==> src/hdl/ip_port_rule_table_match_assert.svh <==
// Assertion macros for the rule table block.
`ifndef IP_PORT_RULE_TABLE_MATCH_ASSERT_SVH
`define IP_PORT_RULE_TABLE_MATCH_ASSERT_SVH
`ifndef SYNTHESIS
`define ASSERT_IMPLIES(label, clk, rst, pre, post) \
   label: assert property (@(posedge clk) disable iff (rst) (pre) |-> (post)) \
      else $error("assertion failed");
`define ASSERT_NEXT(label, clk, rst, pre, post) \
   label: assert property (@(posedge clk) disable iff (rst) (pre) |=> (post)) \
      else $error("assertion failed");
`else
`define ASSERT_IMPLIES(label, clk, rst, pre, post)
`define ASSERT_NEXT(label, clk, rst, pre, post)
`endif
`endif

==> src/hdl/iprt_pkg.sv <==
`default_nettype none
package iprt_pkg;
   typedef enum logic [1:0] {
      MODE_ADD = 2'd0, MODE_DEL = 2'd1, MODE_CLEAR = 2'd2, MODE_CLASSIFY = 2'd3
   } mode_type;
   localparam logic [1:0] KIND_V4 = 2'd0;
   localparam logic [1:0] KIND_V6 = 2'd1;
   localparam logic [1:0] KIND_PORT = 2'd2;
   localparam logic [1:0] KIND_NONE = 2'd3;
   localparam logic [1:0] ST_OK = 2'd0;
   localparam logic [1:0] ST_DUP = 2'd1;
   localparam logic [1:0] ST_FULL = 2'd2;
   localparam logic [1:0] ST_NOTFOUND = 2'd3;
   localparam logic [2:0] VER_4 = 3'd4;
   localparam logic [2:0] VER_6 = 3'd6;
   typedef enum logic [1:0] {
      S_IDLE, S_SCAN, S_DONE
   } state_type;
   // One stored rule.
   typedef struct packed {
      logic [1:0]  kind;
      logic [63:0] addr_hi;
      logic [63:0] addr_lo;
      logic [31:0] mask;
      logic [15:0] port;
      logic        direction;
   } entry_type;
endpackage
`default_nettype wire

==> src/hdl/ip_port_rule_table_match.sv <==
// Rule table match. Each request transfer scans the table one entry per cycle through a
// synchronous memory: each entry is read, then compared with the request, then the scan
// ends and the result is loaded into the response register. One item is processed at a
// time (one read port sets it), so a new request is taken only after the last result is
// loaded; a waiting result holds only the final step. Synchronous active-high reset
// empties the table through the valid bits at once; rule contents are not cleared.
`default_nettype none
module ip_port_rule_table_match #(
   parameter int TABLE_DEPTH = 16
) (
   input  wire          clock,
   input  wire          reset,
   input  wire          req_tvalid,
   output logic         req_tready,
   // mode, rule_kind
   input  wire  [3:0]   req_tuser,
   // pkt_ver, addr_a_hi, addr_a_lo, addr_b_hi, addr_b_lo,
   // net_mask, direction, port_a, port_b, zero fill
   input  wire  [327:0] req_tdata,
   output logic         rsp_tvalid,
   input  wire          rsp_tready,
   // status, hit, rule_count
   output logic [7:0]   rsp_tdata
);
   localparam int AW = (TABLE_DEPTH > 1) ? $clog2(TABLE_DEPTH) : 1;
   localparam int CW = $clog2(TABLE_DEPTH + 1);

   iprt_pkg::state_type state_ff, state_in;
   logic [327:0] req_ff;
   logic [AW:0]  idx_ff, idx_in;
   logic         rd_pend_ff;
   logic [AW-1:0] rd_idx_ff;
   logic [TABLE_DEPTH-1:0] valid_ff;
   logic [CW-1:0] count_ff;
   logic         found_ff, found_in;
   logic [AW-1:0] found_idx_ff;
   logic         free_ok_ff;
   logic [AW-1:0] free_idx_ff;
   logic         rsp_valid_ff;
   logic [7:0]   rsp_ff;
   logic         done_go;

   // Request fields.
   logic [1:0]  f_mode, f_kind;
   logic [2:0]  f_ver;
   logic [63:0] f_ahi, f_alo, f_bhi, f_blo;
   logic [31:0] f_mask;
   logic        f_dir;
   logic [15:0] f_pa, f_pb;
   assign f_mode = req_ff[1:0];
   assign f_kind = req_ff[3:2];
   assign f_ver  = req_ff[6:4];
   assign f_ahi  = req_ff[70:7];
   assign f_alo  = req_ff[134:71];
   assign f_bhi  = req_ff[198:135];
   assign f_blo  = req_ff[262:199];
   assign f_mask = req_ff[294:263];
   assign f_dir  = req_ff[295];
   assign f_pa   = req_ff[311:296];
   assign f_pb   = req_ff[327:312];

   // Key of the request with unused fields at zero.
   iprt_pkg::entry_type key;
   always_comb begin
      key = '0;
      key.kind = f_kind;
      key.direction = f_dir;
      if (f_kind == iprt_pkg::KIND_V4) begin
         key.addr_lo = {32'd0, f_alo[31:0]};
         key.mask = f_mask;
      end else if (f_kind == iprt_pkg::KIND_V6) begin
         key.addr_hi = f_ahi;
         key.addr_lo = f_alo;
      end else begin
         key.port = f_pa;
      end
   end

   logic        wr_en;
   logic [AW-1:0] wr_addr;
   iprt_pkg::entry_type rd_data;

   iprt_mem #(.DEPTH(TABLE_DEPTH), .AW(AW)) u_mem (
      .clock(clock), .wr_en(wr_en), .wr_addr(wr_addr), .wr_data(key),
      .rd_addr(idx_ff[AW-1:0]), .rd_data(rd_data)
   );

   // Compare of the entry read last cycle.
   logic e_valid, e_match;
   always_comb begin
      e_valid = valid_ff[rd_idx_ff];
      e_match = 1'b0;
      if (f_mode == iprt_pkg::MODE_CLASSIFY) begin
         unique case (rd_data.kind)
            iprt_pkg::KIND_V4:
               e_match = (f_ver == iprt_pkg::VER_4) &&
                  (rd_data.addr_lo == {32'd0, f_alo[31:0]} ||
                   rd_data.addr_lo == {32'd0, f_blo[31:0]});
            iprt_pkg::KIND_V6:
               e_match = (f_ver == iprt_pkg::VER_6) &&
                  ((rd_data.addr_hi == f_ahi && rd_data.addr_lo == f_alo) ||
                   (rd_data.addr_hi == f_bhi && rd_data.addr_lo == f_blo));
            iprt_pkg::KIND_PORT:
               e_match = rd_data.port == f_pa || rd_data.port == f_pb;
            default: e_match = 1'b0;
         endcase
      end else begin
         e_match = (rd_data == key);
      end
      e_match = e_match && e_valid && rd_pend_ff;
   end

   logic scan_end;
   assign scan_end = (idx_ff == (AW+1)'(TABLE_DEPTH)) && !rd_pend_ff;

   // The final step waits while an earlier result is still held.
   assign done_go = (state_ff == iprt_pkg::S_DONE) && (!rsp_valid_ff || rsp_tready);

   // Next state.
   always_comb begin
      state_in = state_ff;
      idx_in = idx_ff;
      found_in = found_ff || e_match;
      req_tready = 1'b0;
      wr_en = 1'b0;
      wr_addr = found_idx_ff;
      unique case (state_ff)
         iprt_pkg::S_IDLE: begin
            req_tready = 1'b1;
            found_in = 1'b0;
            idx_in = '0;
            if (req_tvalid && req_tready) state_in = iprt_pkg::S_SCAN;
         end
         iprt_pkg::S_SCAN: begin
            if (idx_ff != (AW+1)'(TABLE_DEPTH)) idx_in = idx_ff + 1'b1;
            if (scan_end) state_in = iprt_pkg::S_DONE;
         end
         iprt_pkg::S_DONE: begin
            wr_addr = free_idx_ff;
            if (done_go) begin
               state_in = iprt_pkg::S_IDLE;
               wr_en = (f_mode == iprt_pkg::MODE_ADD) && (f_kind != iprt_pkg::KIND_NONE) &&
                       !found_ff && free_ok_ff;
            end
         end
         default: state_in = iprt_pkg::S_IDLE;
      endcase
   end

   // Control and payload registers.
   always_ff @(posedge clock) begin
      if (reset) begin
         state_ff <= iprt_pkg::S_IDLE;
         idx_ff <= '0;
         valid_ff <= '0;
         count_ff <= '0;
         rsp_valid_ff <= 1'b0;
         rd_pend_ff <= 1'b0;
      end else begin
         state_ff <= state_in;
         idx_ff <= idx_in;
         rd_pend_ff <= (state_ff == iprt_pkg::S_SCAN) &&
                       (idx_ff != (AW+1)'(TABLE_DEPTH));
         if (rsp_valid_ff && rsp_tready) rsp_valid_ff <= 1'b0;
         if (done_go) begin
            rsp_valid_ff <= 1'b1;
            if (wr_en) begin
               valid_ff[free_idx_ff] <= 1'b1;
               count_ff <= count_ff + 1'b1;
            end else if (f_mode == iprt_pkg::MODE_DEL && f_kind != iprt_pkg::KIND_NONE &&
                         found_ff) begin
               valid_ff[found_idx_ff] <= 1'b0;
               count_ff <= count_ff - 1'b1;
            end else if (f_mode == iprt_pkg::MODE_CLEAR) begin
               valid_ff <= '0;
               count_ff <= '0;
            end
         end
      end
   end

   // Result value computed from the pre-update count.
   logic [1:0] st;
   logic [CW-1:0] cnt_next;
   always_comb begin
      st = iprt_pkg::ST_OK;
      cnt_next = count_ff;
      unique case (f_mode)
         iprt_pkg::MODE_ADD: begin
            if (f_kind == iprt_pkg::KIND_NONE) st = iprt_pkg::ST_NOTFOUND;
            else if (found_ff) st = iprt_pkg::ST_DUP;
            else if (!free_ok_ff) st = iprt_pkg::ST_FULL;
            else cnt_next = count_ff + 1'b1;
         end
         iprt_pkg::MODE_DEL: begin
            if (f_kind == iprt_pkg::KIND_NONE || !found_ff) st = iprt_pkg::ST_NOTFOUND;
            else cnt_next = count_ff - 1'b1;
         end
         iprt_pkg::MODE_CLEAR: cnt_next = '0;
         default: st = iprt_pkg::ST_OK;
      endcase
   end

   always_ff @(posedge clock) begin
      if (state_ff == iprt_pkg::S_IDLE && req_tvalid && req_tready) begin
         req_ff <= {req_tdata[323:0], req_tuser};
         free_ok_ff <= 1'b0;
         free_idx_ff <= '0;
      end
      rd_idx_ff <= idx_ff[AW-1:0];
      found_ff <= found_in;
      if (e_match && !found_ff) found_idx_ff <= rd_idx_ff;
      if (rd_pend_ff && !e_valid && !free_ok_ff) begin
         free_ok_ff <= 1'b1;
         free_idx_ff <= rd_idx_ff;
      end
      if (done_go) begin
         rsp_ff <= {5'(cnt_next), (f_mode == iprt_pkg::MODE_CLASSIFY) && found_ff, st};
      end
   end

   assign rsp_tvalid = rsp_valid_ff;
   assign rsp_tdata = rsp_ff;

`include "ip_port_rule_table_match_assert.svh"
   `ASSERT_IMPLIES(a_no_accept_busy, clock, reset, state_ff != iprt_pkg::S_IDLE, !req_tready)
   `ASSERT_NEXT(a_done_gives_rsp, clock, reset, state_ff == iprt_pkg::S_DONE, rsp_tvalid)
   `ASSERT_IMPLIES(a_count_bound, clock, reset, 1'b1, count_ff <= CW'(TABLE_DEPTH))
   `ASSERT_IMPLIES(a_count_match, clock, reset, 1'b1, 32'($countones(valid_ff)) == 32'(count_ff))
endmodule
`default_nettype wire

==> src/hdl/iprt_mem.sv <==
`default_nettype none
// Rule storage: one write port, one read port with registered read data.
module iprt_mem #(
   parameter int DEPTH = 16,
   parameter int AW = 4
) (
   input  wire                  clock,
   input  wire                  wr_en,
   input  wire [AW-1:0]         wr_addr,
   input  iprt_pkg::entry_type  wr_data,
   input  wire [AW-1:0]         rd_addr,
   output iprt_pkg::entry_type  rd_data
);
   iprt_pkg::entry_type mem_array [DEPTH];
   iprt_pkg::entry_type rd_data_ff;

   // Write and registered read.
   always_ff @(posedge clock) begin
      if (wr_en) begin
         mem_array[wr_addr] <= wr_data;
      end
      rd_data_ff <= mem_array[rd_addr];
   end
   assign rd_data = rd_data_ff;
endmodule
`default_nettype wire

==> config.mk <==
export PLATFORM = sky130hd
export DESIGN_NAME = ip_port_rule_table_match
export DESIGN_NICKNAME = d
export VERILOG_FILES = /design/src/hdl/iprt_pkg.sv /design/src/hdl/ip_port_rule_table_match.sv /design/src/hdl/iprt_mem.sv
export VERILOG_INCLUDE_DIRS = /design/src /design/src/hdl
export SDC_FILE = /design/constraint.sdc
export NUM_CORES = 2
export LEC_CHECK = 0
export ABC_AREA = 1
export ABC_CLOCK_PERIOD_IN_PS = 38200
export BUFFER_PORTS_ARGS = -buffer_cell sky130_fd_sc_hd__buf_2
export CAP_MARGIN = 20
export CELL_PAD_IN_SITES_DETAIL_PLACEMENT = 0
export CELL_PAD_IN_SITES_GLOBAL_PLACEMENT = 1
export CORE_MARGIN = 1
export CORE_UTILIZATION = 55
export CTS_CLUSTER_SIZE = 16
export DETAILED_ROUTE_END_ITERATION = 7
export PLACE_DENSITY = 0.89
export SLEW_MARGIN = 0
export SYNTH_ARGS = -nofsm -noshare
export SYNTH_HDL_FRONTEND = slang
export SYNTH_SLANG_ARGS = --single-unit
export TNS_END_PERCENT = 1
==> constraint.sdc <==
create_clock -name clock -period 38.2 [get_ports clock]
set_input_delay 7.64 -clock clock [delete_from_list [all_inputs] [get_ports clock]]
set_output_delay 7.64 -clock clock [all_outputs]
set_load 0.03 [all_outputs]
; ---- Yosys cells after proc, flatten, opt, wreduce, memory -nomap -nowiden
; Memory sizes are Yosys's and may differ from the RTL's. A register that Yosys moved wholly into a read port is not among the register bits.
; Cells that the tools add are included.
[word_totals]
mem_count = 1
latchBits = 0
wordCells = 143
inputBits = 336
reg_bits = 380
ramBits = 2864
output_inout_bits = 10
romBits = 0
[op_classes]
reduce_logical = 45
addsub = 3
div = 0
n_mul = 0
n_mux = 46
shift = 0
magnitude_cmp = 5
eq_ne = 27
bitwise = 3
[memory_table]
columns = memory, words, width, rd, rd_ports_with_merged_regs, write_ports, line
row1 = u_mem.mem_array, 16, 179, 1, 1, 1, iprt_mem.sv:14  ; iprt_pkg::entry_type mem_array [DEPTH];
[op_table]
columns = op, n
row1 = 64-bit equality test, 4
row2 = 179-bit equality test, 1
row3 = 64-bit by 32-bit equality test with 1-bit output, 2
row4 = 128-bit 2-to-1 mux, 1
row5 = 64-bit 2-to-1 mux, 2
row6 = 16-bit 2-to-1 mux, 5
row7 = 5-bit 2-to-1 mux, 8
row8 = 16-bit equality test, 2
row9 = 32-bit 2-to-1 mux, 1
row10 = 1-bit logical AND, 23
row11 = 16-bit bitwise AND, 1
row12 = 16-bit NOT, 1
row13 = 16-bit OR, 1
row14 = 4-bit by 5-bit < comparator with 1-bit output (second input constant), 3
row15 = 5-bit case mux with 3 select lines, 1
row16 = 2-bit 2-to-1 mux, 7
row17 = 4-bit 2-to-1 mux, 3
row18 = 1-bit 2-to-1 mux, 11
row19 = 5-bit by 1-bit adder with 5-bit output (second input constant), 2
row20 = 2-bit equality test (second input constant), 5
row21 = 2-bit inequality test (second input constant), 5
row22 = 5-bit case mux with 2 select lines, 1
row23 = 1-bit demux with 4-bit select, 2
row24 = 2-bit by 1-bit equality test with 1-bit output (second input constant), 4
row25 = other kinds (16), 33

; ---- Logic depth before layout (Yosys ltp)
[depth]
depth_word = 9
ltp_mapped = 17
ltp_nobuf = 16

; ---- By module
; From an unflattened synthesis, not the netlist that was laid out.
[hier_totals]
hier_cells = 13697
hier_area_um2 = 144661.2
[by_module_without_submodules]
columns = module, area_per_inst_um2, n_inst, cells_each
row1 = iprt_mem, 122635.1, 1, 10878
row2 = ip_port_rule_table_match, 22026.1, 1, 2819

; ---- Least setup slack after synthesis
; OpenSTA, ideal clock, no wires.
[synth_path]
kind = in2reg
start = input req_tvalid
end = register free_idx_ff[0], enable pin
cell_stages = 4
path_slack_ps = 15427
arrival_ps = 22408
required_ps = 37835
setup_ps = 365
path_cell_list = inv_1 -> nor2_1 -> inv_1 -> nand2_1
[synth_between]
elab_chain_len = 3
[synth_lines]
columns = item, line
row1 = "start, declared", ip_port_rule_table_match.sv:13  ; input wire req_tvalid,
row2 = 1-bit logical AND (2 in series), ip_port_rule_table_match.sv:205  ; if (state_ff == iprt_pkg::S_IDLE && req_tvalid && req_tready) begin
row3 = 2-bit nonzero test (no source line), -
row4 = "end signal, assigned", ip_port_rule_table_match.sv:215  ; free_idx_ff <= rd_idx_ff;
row5 = "end, declared", ip_port_rule_table_match.sv:38  ; logic [AW-1:0] free_idx_ff;
; Every way passes these cells.
; A chain may end at the register's enable or synchronous reset.

; ---- Worst setup path after layout
[layout_path]
start = input rsp_tready
end = memory u_mem.mem_array[3][25] (netlist name), enable pin
[layout_between]
elab_chain_len = 6
[layout_lines]
columns = item, line
row1 = "start, declared", ip_port_rule_table_match.sv:21  ; input wire rsp_tready,
row2 = 1-bit logical OR, ip_port_rule_table_match.sv:117  ; assign done_go = (state_ff == iprt_pkg::S_DONE) && (!rsp_valid_ff || rsp_tready);
row3 = 1-bit logical AND, ip_port_rule_table_match.sv:117
row4 = via done_go, ip_port_rule_table_match.sv:41  ; logic done_go;
row5 = 1-bit 2-to-1 mux, ip_port_rule_table_match.sv:140  ; if (done_go) begin
row6 = 1-bit 2-to-1 mux, ip_port_rule_table_match.sv:127  ; unique case (state_ff)
row7 = 1-bit 2-to-1 mux, iprt_mem.sv:19  ; if (wr_en) begin
row8 = 1-bit 2-to-1 mux (implied by the code), iprt_mem.sv:20  ; mem_array[wr_addr] <= wr_data;
row9 = "end, declared", iprt_mem.sv:14
; The timed path passes the listed nets, and every way through them passes these cells.

==> flow_summary.html <==
<table>
<tr><th>Metric</th><th>Value</th></tr>
<tr><th colspan="2">Clocking</th></tr>
<tr><td>Post-CTS clock slew at the launch and capture registers of the worst setup and hold paths</td><td>0.06 ns</td></tr>
<tr><td>Max Buffers Root-to-Sink</td><td>4</td></tr>
<tr><td>Number of hold-repair buffers added at the cts stage</td><td>0</td></tr>
<tr><td>Clk sink count</td><td>3423</td></tr>
<tr><td>CTS tree</td><td>done</td></tr>
<tr><td>Number of levels the H-tree was split into</td><td>5</td></tr>
<tr><td># resized after CTS</td><td>0</td></tr>
<tr><td>Cell chosen for the clock root</td><td>sky130_fd_sc_hd__clkbuf_16</td></tr>
<tr><td>Setup Buffers After CTS</td><td>0</td></tr>
<tr><td>Clock network latency to the later pin of the worst-skew pair</td><td>1.01 ns</td></tr>
<tr><td>CTS Buf Count</td><td>357</td></tr>
<tr><th colspan="2">Synth</th></tr>
<tr><td>Number of unique standard cell types used by synthesis</td><td>36</td></tr>
<tr><td>Register bit count reported by yosys</td><td>3423</td></tr>
<tr><td>Combined area of all synthesized cells</td><td>0.1346 mm2</td></tr>
<tr><td>Simple-Gate Fraction of Synth Area</td><td>11.35%</td></tr>
<tr><td>Share of cell area taken by muxes after synthesis</td><td>0%</td></tr>
<tr><td>Xor and xnor fraction of the mapped netlist area</td><td>1.347%</td></tr>
<tr><td>Share of synthesized cell area in full adder, half adder and majority cells</td><td>0.03718%</td></tr>
<tr><td>Synthesized area per cell</td><td>12.34 um2</td></tr>
<tr><td>Dominant combinational cell family by area after synthesis</td><td>simple AND/OR/NAND/NOR gates</td></tr>
<tr><td>Compound-Gate Fraction of Synth Area</td><td>9.237%</td></tr>
<tr><td>Synthesized instance count</td><td>10910</td></tr>
<tr><td>Sequential fraction of the synthesis area</td><td>74.76%</td></tr>
<tr><td>Total number of yosys warnings</td><td>0</td></tr>
<tr><td>Net count after synthesis</td><td>11250</td></tr>
<tr><th colspan="2">Die</th></tr>
<tr><td>Vert. Die Dim</td><td>496.7 um</td></tr>
<tr><td>Die area</td><td>0.2467 mm2</td></tr>
<tr><td>Row cnt</td><td>181</td></tr>
<tr><td>X dimension of the die</td><td>496.7 um</td></tr>
<tr><td>Core region area</td><td>0.2432 mm2</td></tr>
<tr><td>Top Ports</td><td>346</td></tr>
<tr><td>Initial cell density of the core</td><td>55.35%</td></tr>
<tr><th colspan="2">Layout</th></tr>
<tr><td>Syn-to-layout area delta</td><td>12.24%</td></tr>
<tr><td>Fill count</td><td>17810</td></tr>
<tr><td>Fin nets</td><td>11490</td></tr>
<tr><td>Fraction of final layout cells with drive strength greater than 1</td><td>9.047%</td></tr>
<tr><td>Total area of multi-input combinational cells</td><td>0.02972 mm2</td></tr>
<tr><td>Sequential cell area</td><td>0.1006 mm2</td></tr>
<tr><th colspan="2">Timing</th></tr>
<tr><td>Clock Skew</td><td>0.1031 ns</td></tr>
<tr><td>Max Clk Rate</td><td>0.07625 GHz</td></tr>
<tr><td>Transition at the pin with the smallest max-transition slack</td><td>1.467 ns</td></tr>
<tr><td>Final critical delay including setup and external delays</td><td>13.12 ns</td></tr>
<tr><td>Number of max-slew violations in the final report</td><td>0</td></tr>
<tr><td>Setup TNS</td><td>0 ns</td></tr>
<tr><td>Unrepaired setup endpoints after global routing</td><td>no</td></tr>
<tr><td>Rel. slew slack</td><td>2.224%</td></tr>
<tr><td>Share of the clock period used by the worst path after layout</td><td>34.33%</td></tr>
<tr><td>Post-route worst hold slack</td><td>0.4862 ns</td></tr>
<tr><td>Count of endpoints failing hold in the final timing report</td><td>0</td></tr>
<tr><td># setup viols final</td><td>0</td></tr>
<tr><th colspan="2">Global routing</th></tr>
<tr><td>Total Routing Usage GR</td><td>29.42%</td></tr>
<tr><td>Largest net degree at the start of global routing</td><td>266</td></tr>
<tr><td>Initial antenna violation count</td><td>9</td></tr>
<tr><td>Global-route wire length before repair</td><td>537500 um</td></tr>
<tr><td>Vias in the first global route</td><td>85930</td></tr>
<tr><td>Overall overflow remaining after global route</td><td>0</td></tr>
<tr><th colspan="2">Detailed routing</th></tr>
<tr><td>First DRT Iteration DRCs</td><td>12170</td></tr>
<tr><td>Final ANT Viol Nets</td><td>0</td></tr>
<tr><td>Top routing layer used</td><td>met5</td></tr>
<tr><td>Detail-routed net length per standard cell</td><td>25.28 um</td></tr>
<tr><td>Total met3 wirelength after detailed routing</td><td>39710 um</td></tr>
<tr><td>Vias post-DR</td><td>90120</td></tr>
<tr><td>Drt via density</td><td>6.158</td></tr>
<tr><td>WL final</td><td>370100 um</td></tr>
<tr><td>DRC violation count after routing</td><td>3</td></tr>
<tr><td>Total iterations of the first detailed-routing run</td><td>8</td></tr>
<tr><td>Met2 wirelength from detailed routing</td><td>172900 um</td></tr>
<tr><td>DRT met1 WL</td><td>139000 um</td></tr>
<tr><th colspan="2">Setup path</th></tr>
<tr><td>Data arrival time of the worst path</td><td>13.65 ns</td></tr>
<tr><td>Cell class contributing the biggest share of worst-path delay</td><td>simple AND/OR/NAND/NOR gates</td></tr>
<tr><td>Reg2Reg Setup Slack</td><td>31.09 ns</td></tr>
<tr><td>Crit. End Element</td><td>flip-flop</td></tr>
<tr><td>Worst Setup Path Type</td><td>in2reg</td></tr>
<tr><td>Register-to-Register Path Depth</td><td>12</td></tr>
<tr><td>FF-to-FF Start</td><td>req_ff[3]</td></tr>
<tr><td>CP Buf/Inv Count</td><td>5</td></tr>
<tr><td>Capturing point of the worst reg2reg path</td><td>u_mem.mem_array[3][25]</td></tr>
<tr><td>Maximum single-stage delay on the critical path</td><td>0.95 ns</td></tr>
<tr><td>Slowest library cell on the worst path</td><td>sky130_fd_sc_hd__nor2_4</td></tr>
<tr><td>Data required time at the worst endpoint</td><td>38.73 ns</td></tr>
<tr><td>Cells traversed along the worst timing path</td><td>buf_2 &gt; nor2_1 &gt; nor2_1 &gt; inv_1 &gt; nor2_1 &gt; nand3_1 &gt; nor2_4 &gt; buf_4 &gt; buf_4 &gt; buf_4</td></tr>
<tr><td>Type of origin of the critical path</td><td>input port</td></tr>
<tr><td>Largest fanout of any net on the critical path</td><td>49</td></tr>
<tr><th colspan="2">Flow run</th></tr>
<tr><td>Max-cap violation count</td><td>0</td></tr>
<tr><th colspan="2">Worst hold path</th></tr>
<tr><td>Min-Delay Path Class</td><td>reg2reg</td></tr>
<tr><td>Worst hold path startpoint</td><td>idx_ff[3]</td></tr>
<tr><td>Number of cells on the worst hold path</td><td>0</td></tr>
<tr><td>Endpoint of the worst hold path</td><td>rd_idx_ff[3]</td></tr>
<tr><th colspan="2">Power and ir drop</th></tr>
<tr><td>Share of total power in combinational logic</td><td>6.4%</td></tr>
<tr><td>Leakage power figure</td><td>0.05327 uW</td></tr>
<tr><td>Maximum ir drop on the vdd rail</td><td>50.85 uV</td></tr>
<tr><td>Switching power total</td><td>1854 uW</td></tr>
<tr><td>Power share of the sequential group</td><td>51.6%</td></tr>
<tr><td>Fraction of power consumed by the clock network</td><td>42.0%</td></tr>
<tr><td>P per Cell Area</td><td>54.33 mW/mm2</td></tr>
<tr><td>Share of total power consumed by net switching</td><td>22.59%</td></tr>
<tr><td>Internal power</td><td>6354 uW</td></tr>
<tr><th colspan="2">Placement</th></tr>
<tr><td>Post-DP HPWL</td><td>195600 um</td></tr>
<tr><td>Placer Congestion</td><td>0.9499</td></tr>
<tr><td>Buffers added on ports</td><td>341</td></tr>
<tr><th colspan="2">Status</th></tr>
<tr><td>Violated checks</td><td>design-rule violations</td></tr>
<tr><td>Run status</td><td>finished with violations</td></tr>
</table>
## worst max-delay path by stage
| stage | start | depth (start not counted) | to |
|---|---|---|---|
| final | rsp_tready | 10 | u_mem.mem_array[3][25] |
| after global routing | rsp_tready | 10 | u_mem.mem_array[3][25] |
| after CTS | rsp_tready | 10 | u_mem.mem_array[3][25] |
| after detailed placement | rsp_tready | 10 | u_mem.mem_array[3][4] |
| after global placement | rsp_tready | 10 | u_mem.mem_array[3][4] |
| after floorplan | req_tvalid | 4 | free_idx_ff[0] |
## power by group through the flow
stage / logic (uW) / clock network, uW / registers [uW]
3_3_place_gp: 488 / 0 / 4310
5_1_grt: 577 / 3610 / 4230
2_1_floorplan: 356 / 0 / 4280
3_5_place_dp: 507 / 0 / 4310
4_1_cts: 512 / 3480 / 4230
6_report: 524 / 3450 / 4230
## synth_stat cells (all sizes together)
library cell / instances / area, um2
edfxtp: 3208 / 96330
nor2: 1731 / 6512
nand2: 1674 / 6289
o21ai: 1516 / 7587
o22ai: 716 / 4479
inv: 542 / 2034
clkbuf: 524 / 1967
nand4: 220 / 1376
dfxtp: 215 / 4304
xnor2: 181 / 1585
nand3: 153 / 765.7
buf: 76 / 382.9
a21oi: 50 / 250.2
xor2: 26 / 227.7
nor3: 23 / 115.1
nand3b: 16 / 120.1
or2: 8 / 50.05
clkinv: 6 / 22.52
nor4: 6 / 37.54
ha: 4 / 50.05
o221ai: 3 / 26.28
a211oi: 2 / 15.01
a32o: 2 / 20.02
o211ai: 2 / 15.01
a22o: 1 / 8.760
nor3b: 1 / 7.510
o2111ai: 1 / 8.760
o21a: 1 / 7.510
o311ai: 1 / 8.760
o31ai: 1 / 7.510
## final cells by class
cell class / instances / share of cell area [%]
flip-flops and latches: 3423 / 66.61
multi-input cells: 6339 / 19.67
clock buffers: 463 / 6.488
well taps: 3202 / 2.652
repair buffers: 479 / 1.982
inverters: 548 / 1.378
clock inverters: 177 / 1.210
diodes: 5 / 0.008281
## cell usage in the layout, fill, tap and decap left out, drive strengths merged, types with 2 or more instances in the layout
cell and instances:
a211oi 2, a21oi 50, a32o 2, buf 477
bufinv 35, clkbuf 465, clkinv 120, clkinvlp 17
dfxtp 215, diode 5, edfxtp 3208, ha 4
inv 553, nand2 1674, nand3 153, nand3b 16
nand4 220, nor2 1731, nor3 23, nor4 6
o211ai 2, o21ai 1516, o221ai 3, o22ai 716
or2 8, xnor2 181, xor2 26
## per-layer routing
layer	up-vias	GRT usage, %
met5	-	0
met4	6	14.04
met3	967	4.803
met2	5370	46.85
met1	44350	39.77
li1	39430	-
## worst register-to-register path, stage by stage (launching register included)
cell and delay [ns]:
sky130_fd_sc_hd__edfxtp_1 0.72, sky130_fd_sc_hd__nand2_1 0.26, sky130_fd_sc_hd__inv_1 0.10, sky130_fd_sc_hd__nor2_1 0.17, sky130_fd_sc_hd__nand2_1 0.07, sky130_fd_sc_hd__nor2_1 0.20
sky130_fd_sc_hd__inv_1 0.12, sky130_fd_sc_hd__nor2_1 0.83, sky130_fd_sc_hd__nand3_1 0.57, sky130_fd_sc_hd__nor2_4 0.95, sky130_fd_sc_hd__buf_4 0.89, sky130_fd_sc_hd__buf_4 0.73
sky130_fd_sc_hd__buf_4 1.02
## flip-flops by register name (all words and copies together), names as in the netlist, 4 cells and up
name             count
req_ff             328
rd_idx_ff            4
free_idx_ff          4
count_ff             5
rsp_tdata            8
valid_ff            16
u_mem.rd_data      179
idx_ff               5
u_mem.mem_array   2864
found_idx_ff         4
## through the flow
stage	power (uW)	util (%)	instance area [um2]	setup slack (ns)	std cells
5_1_grt	8424	62.12	151100	24.78	14630
2_1_floorplan	4638	-	134600	15.43	10910
4_1_cts	8219	62.03	150900	25.11	14610
3_3_place_gp	4798	57.25	139200	24.27	13970
3_5_place_dp	4817	57.25	139300	24.08	13970
6_report	8208	62.12	151100	25.08	14640
## cell families (layout without fill, tap and decap cells)
kind of cell | Yosys count | count (layout)
adder cells (fa/ha/maj) | 4 | 4
AND/OR/NAND/NOR | 3832 | 3832
buffers and inverters | 1148 | 1667
XOR/XNOR | 207 | 207
AO/OA/AOI/OAI | 2296 | 2296
flip-flops | 3423 | 3423
other | 0 | 5
(Power assumes the default switching activity.)
